===== src/qfr_pkg.sv =====
// Shared types, widths and the base score table for the queue family ranker.
// No dependencies; used by qfr_list and queue_family_top_k_ranker.
`default_nettype none

package qfr_pkg;

  // Field widths fixed by the item formats
  localparam int CAPS_W   = 3;
  localparam int QCOUNT_W = 10;
  localparam int RANK_W   = 5;
  localparam int LCOUNT_W = 3;
  localparam int BASE_W   = 8;
  // Largest score is 200 + 1023
  localparam int SCORE_W  = 11;
  localparam int NUM_CATS = 3;
  localparam int NUM_RANKS = 4;

  // Category codes, also the result order
  typedef enum logic [1:0] {
    CAT_COMPUTE  = 2'd0,
    CAT_TRANSFER = 2'd1,
    CAT_GRAPHICS = 2'd2
  } cat_t;

  // Base score of a capability key in one category
  function automatic logic [BASE_W-1:0] base_score(input logic [CAPS_W-1:0] caps,
                                                   input cat_t cat);
    logic [BASE_W-1:0] comp;
    logic [BASE_W-1:0] xfer;
    logic [BASE_W-1:0] gfx;
    comp = 8'd0;
    xfer = 8'd0;
    gfx  = 8'd0;
    unique case (caps)
      3'd0: begin comp = 8'd0;   xfer = 8'd0;   gfx = 8'd0;   end
      3'd1: begin comp = 8'd0;   xfer = 8'd200; gfx = 8'd0;   end
      3'd2: begin comp = 8'd200; xfer = 8'd0;   gfx = 8'd0;   end
      3'd3: begin comp = 8'd150; xfer = 8'd75;  gfx = 8'd0;   end
      3'd4: begin comp = 8'd0;   xfer = 8'd0;   gfx = 8'd100; end
      3'd5: begin comp = 8'd0;   xfer = 8'd50;  gfx = 8'd100; end
      3'd6: begin comp = 8'd50;  xfer = 8'd0;   gfx = 8'd100; end
      3'd7: begin comp = 8'd25;  xfer = 8'd25;  gfx = 8'd100; end
      default: begin comp = 8'd0; xfer = 8'd0; gfx = 8'd0; end
    endcase
    unique case (cat)
      CAT_COMPUTE:  return comp;
      CAT_TRANSFER: return xfer;
      CAT_GRAPHICS: return gfx;
      default:      return '0;
    endcase
  endfunction

endpackage

`default_nettype wire


===== src/qfr_list.sv =====
// One category's descending top-k list plus its saturating qualifier count.
// Depends on qfr_pkg for the score width.
`default_nettype none

module qfr_list #(
  parameter int DEPTH = 4,
  parameter int IDX_W = 4,
  parameter int CNT_W = 3
) (
  input  wire logic                                 clk,
  input  wire logic                                 rst,
  input  wire logic                                 insert,
  input  wire logic                                 clear,
  input  wire logic [IDX_W-1:0]                     new_idx,
  input  wire logic [qfr_pkg::SCORE_W-1:0]          cand_score,
  output logic      [DEPTH-1:0]                     vld_next,
  output logic      [DEPTH-1:0][IDX_W-1:0]          idx_next,
  output logic      [CNT_W-1:0]                     count_next
);
  import qfr_pkg::*;

  logic [DEPTH-1:0]               vld;
  logic [DEPTH-1:0][IDX_W-1:0]    idx;
  logic [DEPTH-1:0][SCORE_W-1:0]  score;
  logic [CNT_W-1:0]               count;

  logic [DEPTH-1:0]               beat;
  logic [DEPTH-1:0][SCORE_W-1:0]  score_next;

  // Slot i is beaten when empty or strictly lower; valid slots lead, so beat is monotone
  always_comb begin
    for (int i = 0; i < DEPTH; i++) begin
      beat[i] = !vld[i] || (cand_score > score[i]);
    end
  end

  // Parallel compare and shift: first beaten slot takes the item, lower slots shift down
  always_comb begin
    for (int i = 0; i < DEPTH; i++) begin
      vld_next[i]   = vld[i];
      idx_next[i]   = idx[i];
      score_next[i] = score[i];
      if (insert && beat[i]) begin
        if (i == 0) begin
          vld_next[i]   = 1'b1;
          idx_next[i]   = new_idx;
          score_next[i] = cand_score;
        end else if (!beat[i-1]) begin
          vld_next[i]   = 1'b1;
          idx_next[i]   = new_idx;
          score_next[i] = cand_score;
        end else begin
          vld_next[i]   = vld[i-1];
          idx_next[i]   = idx[i-1];
          score_next[i] = score[i-1];
        end
      end
    end
  end

  // Qualifier count saturates at the list depth
  always_comb begin
    count_next = count;
    if (insert && (count < CNT_W'(DEPTH))) begin
      count_next = count + CNT_W'(1);
    end
  end

  // Valid bits and count cleared at reset and at end of run
  always_ff @(posedge clk) begin
    if (rst || clear) begin
      vld   <= '0;
      count <= '0;
    end else begin
      vld   <= vld_next;
      count <= count_next;
    end
  end

  // Entry payload needs no reset; emptiness is carried by vld
  always_ff @(posedge clk) begin
    idx   <= idx_next;
    score <= score_next;
  end

endmodule

`default_nettype wire


===== src/queue_family_top_k_ranker.sv =====
// Results: the three results of a run (compute, transfer, graphics) appear in that
// order, each held until result_ready takes it, from the cycle after the last item is accepted.
// Throughput: one item per cycle; an item marked last waits while the previous
// run's results are draining, up to the cycle its graphics result is taken.
// Reset: rst (synchronous, active high) empties all lists, counts and results.
// Depends on qfr_pkg and qfr_list.
`default_nettype none

module queue_family_top_k_ranker #(
  parameter int TOP_DEPTH    = 4,
  parameter int MAX_FAMILIES = 16
) (
  input  wire logic                            clk,
  input  wire logic                            rst,
  input  wire logic                            item_valid,
  output logic                                 item_ready,
  input  wire logic [qfr_pkg::CAPS_W-1:0]      caps,
  input  wire logic [qfr_pkg::QCOUNT_W-1:0]    queue_count,
  input  wire logic                            last_family,
  output logic                                 result_valid,
  input  wire logic                            result_ready,
  output logic      [1:0]                      category,
  output logic      [qfr_pkg::RANK_W-1:0]      rank0_index,
  output logic      [qfr_pkg::RANK_W-1:0]      rank1_index,
  output logic      [qfr_pkg::RANK_W-1:0]      rank2_index,
  output logic      [qfr_pkg::RANK_W-1:0]      rank3_index,
  output logic      [qfr_pkg::LCOUNT_W-1:0]    listed_count,
  output logic                                 last_result
);
  import qfr_pkg::*;

  localparam int IDX_W = (MAX_FAMILIES > 1) ? $clog2(MAX_FAMILIES) : 1;
  localparam int FC_W  = $clog2(MAX_FAMILIES + 1);
  localparam int CNT_W = $clog2(TOP_DEPTH + 1);

  logic             item_fire;
  logic             take;
  logic             run_end;
  logic [FC_W-1:0]  family_counter;

  logic [NUM_CATS-1:0]                           cat_insert;
  logic [NUM_CATS-1:0][SCORE_W-1:0]              cat_score;
  logic [NUM_CATS-1:0][TOP_DEPTH-1:0]            cat_vld;
  logic [NUM_CATS-1:0][TOP_DEPTH-1:0][IDX_W-1:0] cat_idx;
  logic [NUM_CATS-1:0][CNT_W-1:0]                cat_count;

  logic [NUM_CATS-1:0][NUM_RANKS-1:0][RANK_W-1:0] snap_rank_next;
  logic [NUM_CATS-1:0][NUM_RANKS-1:0][RANK_W-1:0] snap_rank;
  logic [NUM_CATS-1:0][LCOUNT_W-1:0]              snap_count;

  logic busy;
  cat_t cat_sel;

  // Handshake: only a run-ending item must wait for the result buffer,
  // which frees up as its graphics result is taken
  assign item_ready = !busy || !last_family ||
                      (result_ready && (cat_sel == CAT_GRAPHICS));
  assign item_fire  = item_valid && item_ready;
  assign take       = item_fire && (family_counter < FC_W'(MAX_FAMILIES));
  assign run_end    = item_fire && last_family;

  // Family numbering in arrival order
  always_ff @(posedge clk) begin
    if (rst || run_end) begin
      family_counter <= '0;
    end else if (take) begin
      family_counter <= family_counter + FC_W'(1);
    end
  end

  // One list per category
  for (genvar c = 0; c < NUM_CATS; c++) begin : g_cat
    logic [BASE_W-1:0] base;

    assign base          = base_score(caps, cat_t'(c));
    assign cat_insert[c] = take && (base != '0);
    assign cat_score[c]  = SCORE_W'(base) + SCORE_W'(queue_count);

    qfr_list #(
      .DEPTH (TOP_DEPTH),
      .IDX_W (IDX_W),
      .CNT_W (CNT_W)
    ) u_list (
      .clk        (clk),
      .rst        (rst),
      .insert     (cat_insert[c]),
      .clear      (run_end),
      .new_idx    (family_counter[IDX_W-1:0]),
      .cand_score (cat_score[c]),
      .vld_next   (cat_vld[c]),
      .idx_next   (cat_idx[c]),
      .count_next (cat_count[c])
    );

    // Rank fields read -1 for empty slots and for ranks past the depth
    for (genvar r = 0; r < NUM_RANKS; r++) begin : g_rank
      if (r < TOP_DEPTH) begin : g_live
        assign snap_rank_next[c][r] = cat_vld[c][r] ? RANK_W'(cat_idx[c][r]) : '1;
      end else begin : g_none
        assign snap_rank_next[c][r] = '1;
      end
    end
  end

  // Result buffer, loaded with the post-update lists of the last item
  always_ff @(posedge clk) begin
    if (run_end) begin
      snap_rank <= snap_rank_next;
      for (int c = 0; c < NUM_CATS; c++) begin
        snap_count[c] <= LCOUNT_W'(cat_count[c]);
      end
    end
  end

  // Result sequencer: compute, transfer, graphics
  always_ff @(posedge clk) begin
    if (rst) begin
      busy    <= 1'b0;
      cat_sel <= CAT_COMPUTE;
    end else if (run_end) begin
      busy    <= 1'b1;
      cat_sel <= CAT_COMPUTE;
    end else if (busy && result_ready) begin
      if (cat_sel == CAT_GRAPHICS) begin
        busy <= 1'b0;
      end else begin
        cat_sel <= cat_t'(cat_sel + 2'd1);
      end
    end
  end

  // Output fields
  assign result_valid = busy;
  assign category     = cat_sel;
  assign rank0_index  = snap_rank[cat_sel][0];
  assign rank1_index  = snap_rank[cat_sel][1];
  assign rank2_index  = snap_rank[cat_sel][2];
  assign rank3_index  = snap_rank[cat_sel][3];
  assign listed_count = snap_count[cat_sel];
  assign last_result  = (cat_sel == CAT_GRAPHICS);

endmodule

`default_nettype wire

===== config.mk =====
export PLATFORM = sky130hd
export DESIGN_NAME = queue_family_top_k_ranker
export DESIGN_NICKNAME = d
export VERILOG_FILES = /design/src/qfr_pkg.sv /design/src/qfr_list.sv /design/src/queue_family_top_k_ranker.sv
export SDC_FILE = /design/constraint.sdc
export NUM_CORES = 1
export LEC_CHECK = 0
export BUFFER_PORTS_ARGS = -buffer_cell sky130_fd_sc_hd__buf_2
export CAP_MARGIN = 20
export CORE_MARGIN = 1
export CORE_UTILIZATION = 55
export DETAILED_ROUTE_END_ITERATION = 8
export GPL_ROUTABILITY_DRIVEN = 0
export PLACE_DENSITY = 0.68
export SLEW_MARGIN = 5
export SYNTH_ARGS = -nofsm -noshare
export SYNTH_HDL_FRONTEND = slang
export SYNTH_SLANG_ARGS = --single-unit

===== constraint.sdc =====
create_clock -name clk -period 11.86 [get_ports clk]
set_input_delay 1.186 -clock clk [delete_from_list [all_inputs] [get_ports clk]]
set_output_delay 1.186 -clock clk [all_outputs]
set_load 0.05 [all_outputs]

==> metrics.cfg, run 1 <==
[yosys]
synth_ff_type=edfxtp_1
ys_seq_elements=278
syn_inst=1458
syn_area_per_cell_um2=10.8
async_flop_share=0
synth_nets=1634
ys_seq_area_frac=0.482
synth_area_um2=15700
synth_edf_count=201
ys_warn_count=0
synth_cell_types=74

[placed_design]
io_buffers=45
dp_hpwl_um=25900

[floorplanning]
die_area_um2=29200
core_um2=27900
rows=61
start_util=0.562
fp.dieW_um=171
die_h_um=171
io_pins=46

[global_route]
top_usage_layer=met2
met1_usage=0.315
grt_pass1_wl_um=54800
grt-ovfl-total=0
antenna_found_initial=1
first_global_vias=10600
grt_max_degree=70
grt_usage=0.242
gr-usage-met2=0.408
use_met3=0.0402

[clock_network]
clock-sinks=278
path_clk_slew_ns=0.06
post_cts_buffers=0
cts_hold_buffers=0
numCtsBuffers=31
cts_max_level=1
clk_latency_ns=0.58
clock-root-buffer=clkbuf_16
cts_tree=built
cts_buffer_depth=3
cts_resized=0

[power_and_ir_drop]
ir_drop_mv=0.113
p_leak_nw=7.04
power_density_nw_per_um2=150

[critical_path]
path_delay_family=compound AO/OA/AOI/OAI gates
end_kind=flop
crit_chain=buf_2, o21a_1, and2_1, fa_1, a21o_1, a211oi_1, nor3b_1, o41ai_2, nor2_1, ha_1, nand4_1, nor3_1, a21o_1, o311a_1, nand2b_1, inv_1
crit_required_ns=12.10
crit_buf_inv=2
path_common_cell=a21o_1
slowest_stage=o311a_1
crit_path_max_incr_delay_ns=0.82
path_class=primary input to flop
crit_path_max_fanout=23
arrival_ns=5.97
worstSetupStartpointType=primary input

[detailed_routing]
vias=10900
drt_iter0_drc=686
ant_nets=0
dr.pass1.iters=5
wirelength_um=34700
wl_per_cell_um=18.2
remaining_drc_errors=0
via_per_inst=5.73

[timing]
slew_headroom=0.320
final_hold_viol_count=0
final-setup-viol-count=0
finalSetupTns_ns=0
tightest_slew_ns=1.02
post-route-period-util=0.483
slew_violations=0
finClkSkew_ns=0.0243
max_freq_mhz=175
period_minus_slack_ns=5.72
rsz0062_at_grt=false

[finish]
final_nets=1681
drive_above_1_share=0.139
final_common_cell=edfxtp_1
final_cell_mix=edfxtp_1 (201), ha_1 (156), inv_1 (151), o21ai_0 (123), nand2_1 (118)
antennaDiodeCount=0
synthToLayoutAreaGrowth_pct=11.0
final_util=0.624

[job]
maxCapViolCount=0

[hold_path]
hp-class=flop to flop

[run_status]
status=complete, no violations

report_power, final:
group	internal, mW	switching [mW]
Sequential	1.12	0.0323
Combinational	0.170	0.274
Clock	0.615	0.402
through the flow:
| step | cells | hold slack, ns | setup WS (ns) | instance area, µm² | power (mW) |
|---|---|---|---|---|---|
| 2_1_floorplan | 1458 | 0.429 | 5.96 | 15700 | 1.48 |
| 3_3_place_gp | 1849 | 0.439 | 5.74 | 16300 | 1.59 |
| 3_5_place_dp | 1850 | 0.449 | 5.63 | 16300 | 1.61 |
| 4_1_cts | 1908 | 0.460 | 6.20 | 17400 | 2.62 |
| 5_1_grt | 1908 | 0.478 | 5.75 | 17400 | 2.72 |
| 6_report | 1908 | 0.460 | 6.14 | 17400 | 2.61 |
Yosys cell counts, types with 22 or more instances:
master    count  area share
a21o_1       22       0.011
a21oi_1      78       0.025
clkbuf_1     27      0.0065
dfxtp_1      77       0.098
edfxtp_1    201        0.38
ha_1        156        0.12
inv_1       151       0.036
mux2_2       69       0.049
mux2i_1      52       0.033
nand2_1     118       0.028
nand4_1      25       0.010
nor2_1       79       0.019
o21ai_0     124       0.039
registers in the layout, summed over array words and instances (netlist names):
signal and count:
g_cat.u_list.score 132, snap_rank 60, g_cat.u_list.idx 48, g_cat.u_list.vld 12, g_cat.u_list.count 9, snap_count 9, family_counter 5, category 2
result_valid 1
final timing paths:
check                          startpoint                        to  slack [ns]  cells after the start
setup / recovery                  caps[2]  g_cat[0].u_list.score[5]        6.14                     16
hold / removal    g_cat[2].u_list.idx[13]   g_cat[2].u_list.idx[13]        0.46                      2
hold reg to reg   g_cat[2].u_list.idx[13]   g_cat[2].u_list.idx[13]        0.46                      2
setup reg to reg              category[1]             snap_rank[15]        8.39                      7
metal layers:
metal  routed length, µm  vias up  part of all wire
met5                  17        -           0.00049
met4                1010        2             0.029
met3                1770       69             0.051
met2               16400      261              0.47
met1               15500     5172              0.45
li1                    -     5424                 -
kinds of logic after synthesis:
logic type | share of synthesized area
and+or+nand+nor | 0.0948
buffers and inverters | 0.0516
adders and majority gates | 0.127
xor gates and xnor gates | 0.0150
muxes | 0.0869
DFF | 0.482
AOI/OAI and AO/OA | 0.143
worst min-delay path, stage by stage, from the launching register on:
cell and delay (ns):
dfxtp_1 0.31, inv_1 0.05, mux2i_1 0.05
area by class of cell:
class	instances	area, µm²
well taps	378	473
clock inverters	18	223
fillers	2218	10500
inverters	152	571
clock buffers	40	882
repair buffers	66	380
multi-input cells	976	7340
flip-flops and latches	278	7580
Note: power is estimated with default switching activity, not from simulation.
==> run 2: changes to the inputs <==
--- a/config.mk
+++ b/config.mk
@@ -11,7 +11,7 @@
 export CORE_UTILIZATION = 55
 export DETAILED_ROUTE_END_ITERATION = 8
 export GPL_ROUTABILITY_DRIVEN = 0
-export PLACE_DENSITY = 0.68
+export PLACE_DENSITY = 0.71
 export SLEW_MARGIN = 5
 export SYNTH_ARGS = -nofsm -noshare
 export SYNTH_HDL_FRONTEND = slang
==> constraint.sdc (replaced) <==
create_clock -name clk -period 4.9 [get_ports clk]
set_input_delay 0.49 -clock clk [delete_from_list [all_inputs] [get_ports clk]]
set_output_delay 0.49 -clock clk [all_outputs]
set_load 0.05 [all_outputs]
==> run 2 against run 1 <==
Net effect:
- count of clock-buffer cells in the layout grew 3
- worst hold slack lost 0.35 ns
- core utilization grew 0.60 points
- via count grew 1.7%
- critical path depth grew 2
- sequential power grew 140%
- total power grew 140%
- largest cell class unchanged
- clock power grew 130%
- critical path type unchanged
- combinational power grew to 2.5 times the previous value
- wire length grew 2.9%
- cell count grew 1.6%
==> metrics.cfg, run 2 (synthesized netlist as in run 1, its figures left out) <==
[detailed_routing]
remaining_drc_errors=0
via_per_inst=5.73
wirelength_um=35700
drt_iter0_drc=922
dr.pass1.iters=5
ant_nets=0
wl_per_cell_um=18.4
vias=11100

[power_and_ir_drop]
p_int_mw=4.50
pwr-share-seq=0.449
power_mw=6.20
power_density_nw_per_um2=352
p_sw_mw=1.70
switching_share=0.273
ir_drop_mv=0.344
pwr-share-clk=0.371
combPwrFrac=0.180
p_leak_nw=7.16

[finish]
final_common_cell=edfxtp_1
ff_latch_area_um2=7580
fin_area_um2=17600
regMostFlops=g_cat.u_list.score
antennaDiodeCount=0
multiInputGateArea_um2=7340
synthToLayoutAreaGrowth_pct=12.1
drive_above_1_share=0.153
final_nets=1713
largest_reg_flops=132
final_cell_mix=edfxtp_1 (201), ha_1 (156), inv_1 (151), o21ai_0 (123), nand2_1 (118)
largestRegisters=g_cat.u_list.score: 132 flops, snap_rank: 60 flops, g_cat.u_list.idx: 48 flops
fillers=2215

[placed_design]
io_buffers=45
dpl_worst_slack_ns=0.0703
placed_cell_area_um2=16600
dp_hpwl_um=27100

[timing]
finalSetupTns_ns=0
slew_violations=0
rsz0062_at_grt=false
hold_ws_ns=0.106
final-setup-viol-count=0
post-route-period-util=0.878
period_minus_slack_ns=4.30
tightest_slew_ns=0.895
finClkSkew_ns=0.0181
max_freq_mhz=232
slew_headroom=0.401
final_hold_viol_count=0
timing.final.ws_setup_ns=0.595

[global_route]
first_global_vias=10700
grt-ovfl-total=0
top_usage_layer=met2
use_met3=0.0384
grt_usage=0.247
met1_usage=0.335
grt_pass1_wl_um=56400
antenna_found_initial=1
gr-usage-met2=0.405
grt_max_degree=70

[critical_path]
crit_required_ns=5.15
r2r_cells=6
r2r_end=g_cat[1].u_list.score[9]
path_class=primary input to flop
r2r-start=category[1]
worstSetupStartpointType=primary input
crit_path_max_fanout=11
end_kind=flop
r2r_slack_ns=1.65
arrival_ns=4.55

[clock_network]
post_cts_buffers=0
path_clk_slew_ns=0.06
cts_tree=built
clock-sinks=278
cts_resized=0
cts_hold_buffers=0
cts_max_level=1
clock-root-buffer=clkbuf_16
clk_latency_ns=0.56
cts_buffer_depth=3
numCtsBuffers=30

[floorplanning]
rows=61
io_pins=46
fp.dieW_um=171
start_util=0.562
die_h_um=171
die_area_um2=29200
core_um2=27900

[hold_path]
hold_end=result_valid
hold_start=rst
holdPathStages=2
hp-class=primary input to flop

[run_status]
status=complete, no violations

[job]
maxCapViolCount=0

-- run 2: changes by cell type in the layout (fill, tap and decap cells not counted), sizes merged --
cell | previous run | this run
buf | 66 | 99
inv | 152 | 151
clkinv | 12 | 10
bufinv | 4 | 3
clkbuf | 40 | 43
clkinvlp | 2 | 1
-- run 2: per-stage QoR --
step           cells   util
2_1_floorplan   1458      -
3_3_place_gp    1883  0.594
3_5_place_dp    1883  0.594
4_1_cts         1939  0.630
5_1_grt         1939  0.630
6_report        1939  0.630
-- run 2: power by group through the flow --
stage	combinational, mW	sequential (mW)	clock, mW
finish	1.12	2.78	2.30
global route	1.25	2.80	2.42
CTS	1.12	2.78	2.33
detailed placement	1.11	2.83	0
global placement	1.07	2.82	0
floorplan	0.791	2.80	0
-- run 2: area by class of cell --
class / count / share of cell area
clock inverters: 13 / 0.00902
clock buffers: 43 / 0.0482
well taps: 378 / 0.0269
multi-input cells: 976 / 0.417
repair buffers: 99 / 0.0365
flip-flops and latches: 278 / 0.430
inverters: 152 / 0.0324
-- run 2: worst max path at each step --
stage / from / depth (start not counted) / endpoint
6_report: caps[1] / 18 / g_cat[0].u_list.score[17]
5_1_grt: caps[2] / 18 / snap_rank[10]
4_1_cts: caps[0] / 16 / g_cat[1].u_list.idx[10]
3_5_place_dp: caps[0] / 16 / g_cat[1].u_list.idx[10]
3_3_place_gp: caps[1] / 18 / snap_rank[10]
2_1_floorplan: category[0] / 11 / g_cat[0].u_list.vld[2]
-- run 2: metal layers --
metal | part of all wire | vias up
met3 | 0.058 | 77
li1 | - | 5477
met4 | 0.032 | 0
met2 | 0.45 | 263
met5 | 0 | -
met1 | 0.46 | 5299
-- run 2: critical path: stages --
cell and delay (ns):
buf_2 0.11, buf_4 0.15, o21a_1 0.11, and2_1 0.18, fa_1 0.43, a21o_1 0.21, a211oi_1 0.24, nor3b_1 0.10
o41ai_2 0.32, nor2_1 0.24, ha_1 0.39, nand2_1 0.07, o21a_1 0.18, o21ai_0 0.21, or2_1 0.45, nand2_1 0.22
inv_1 0.19, buf_4 0.24
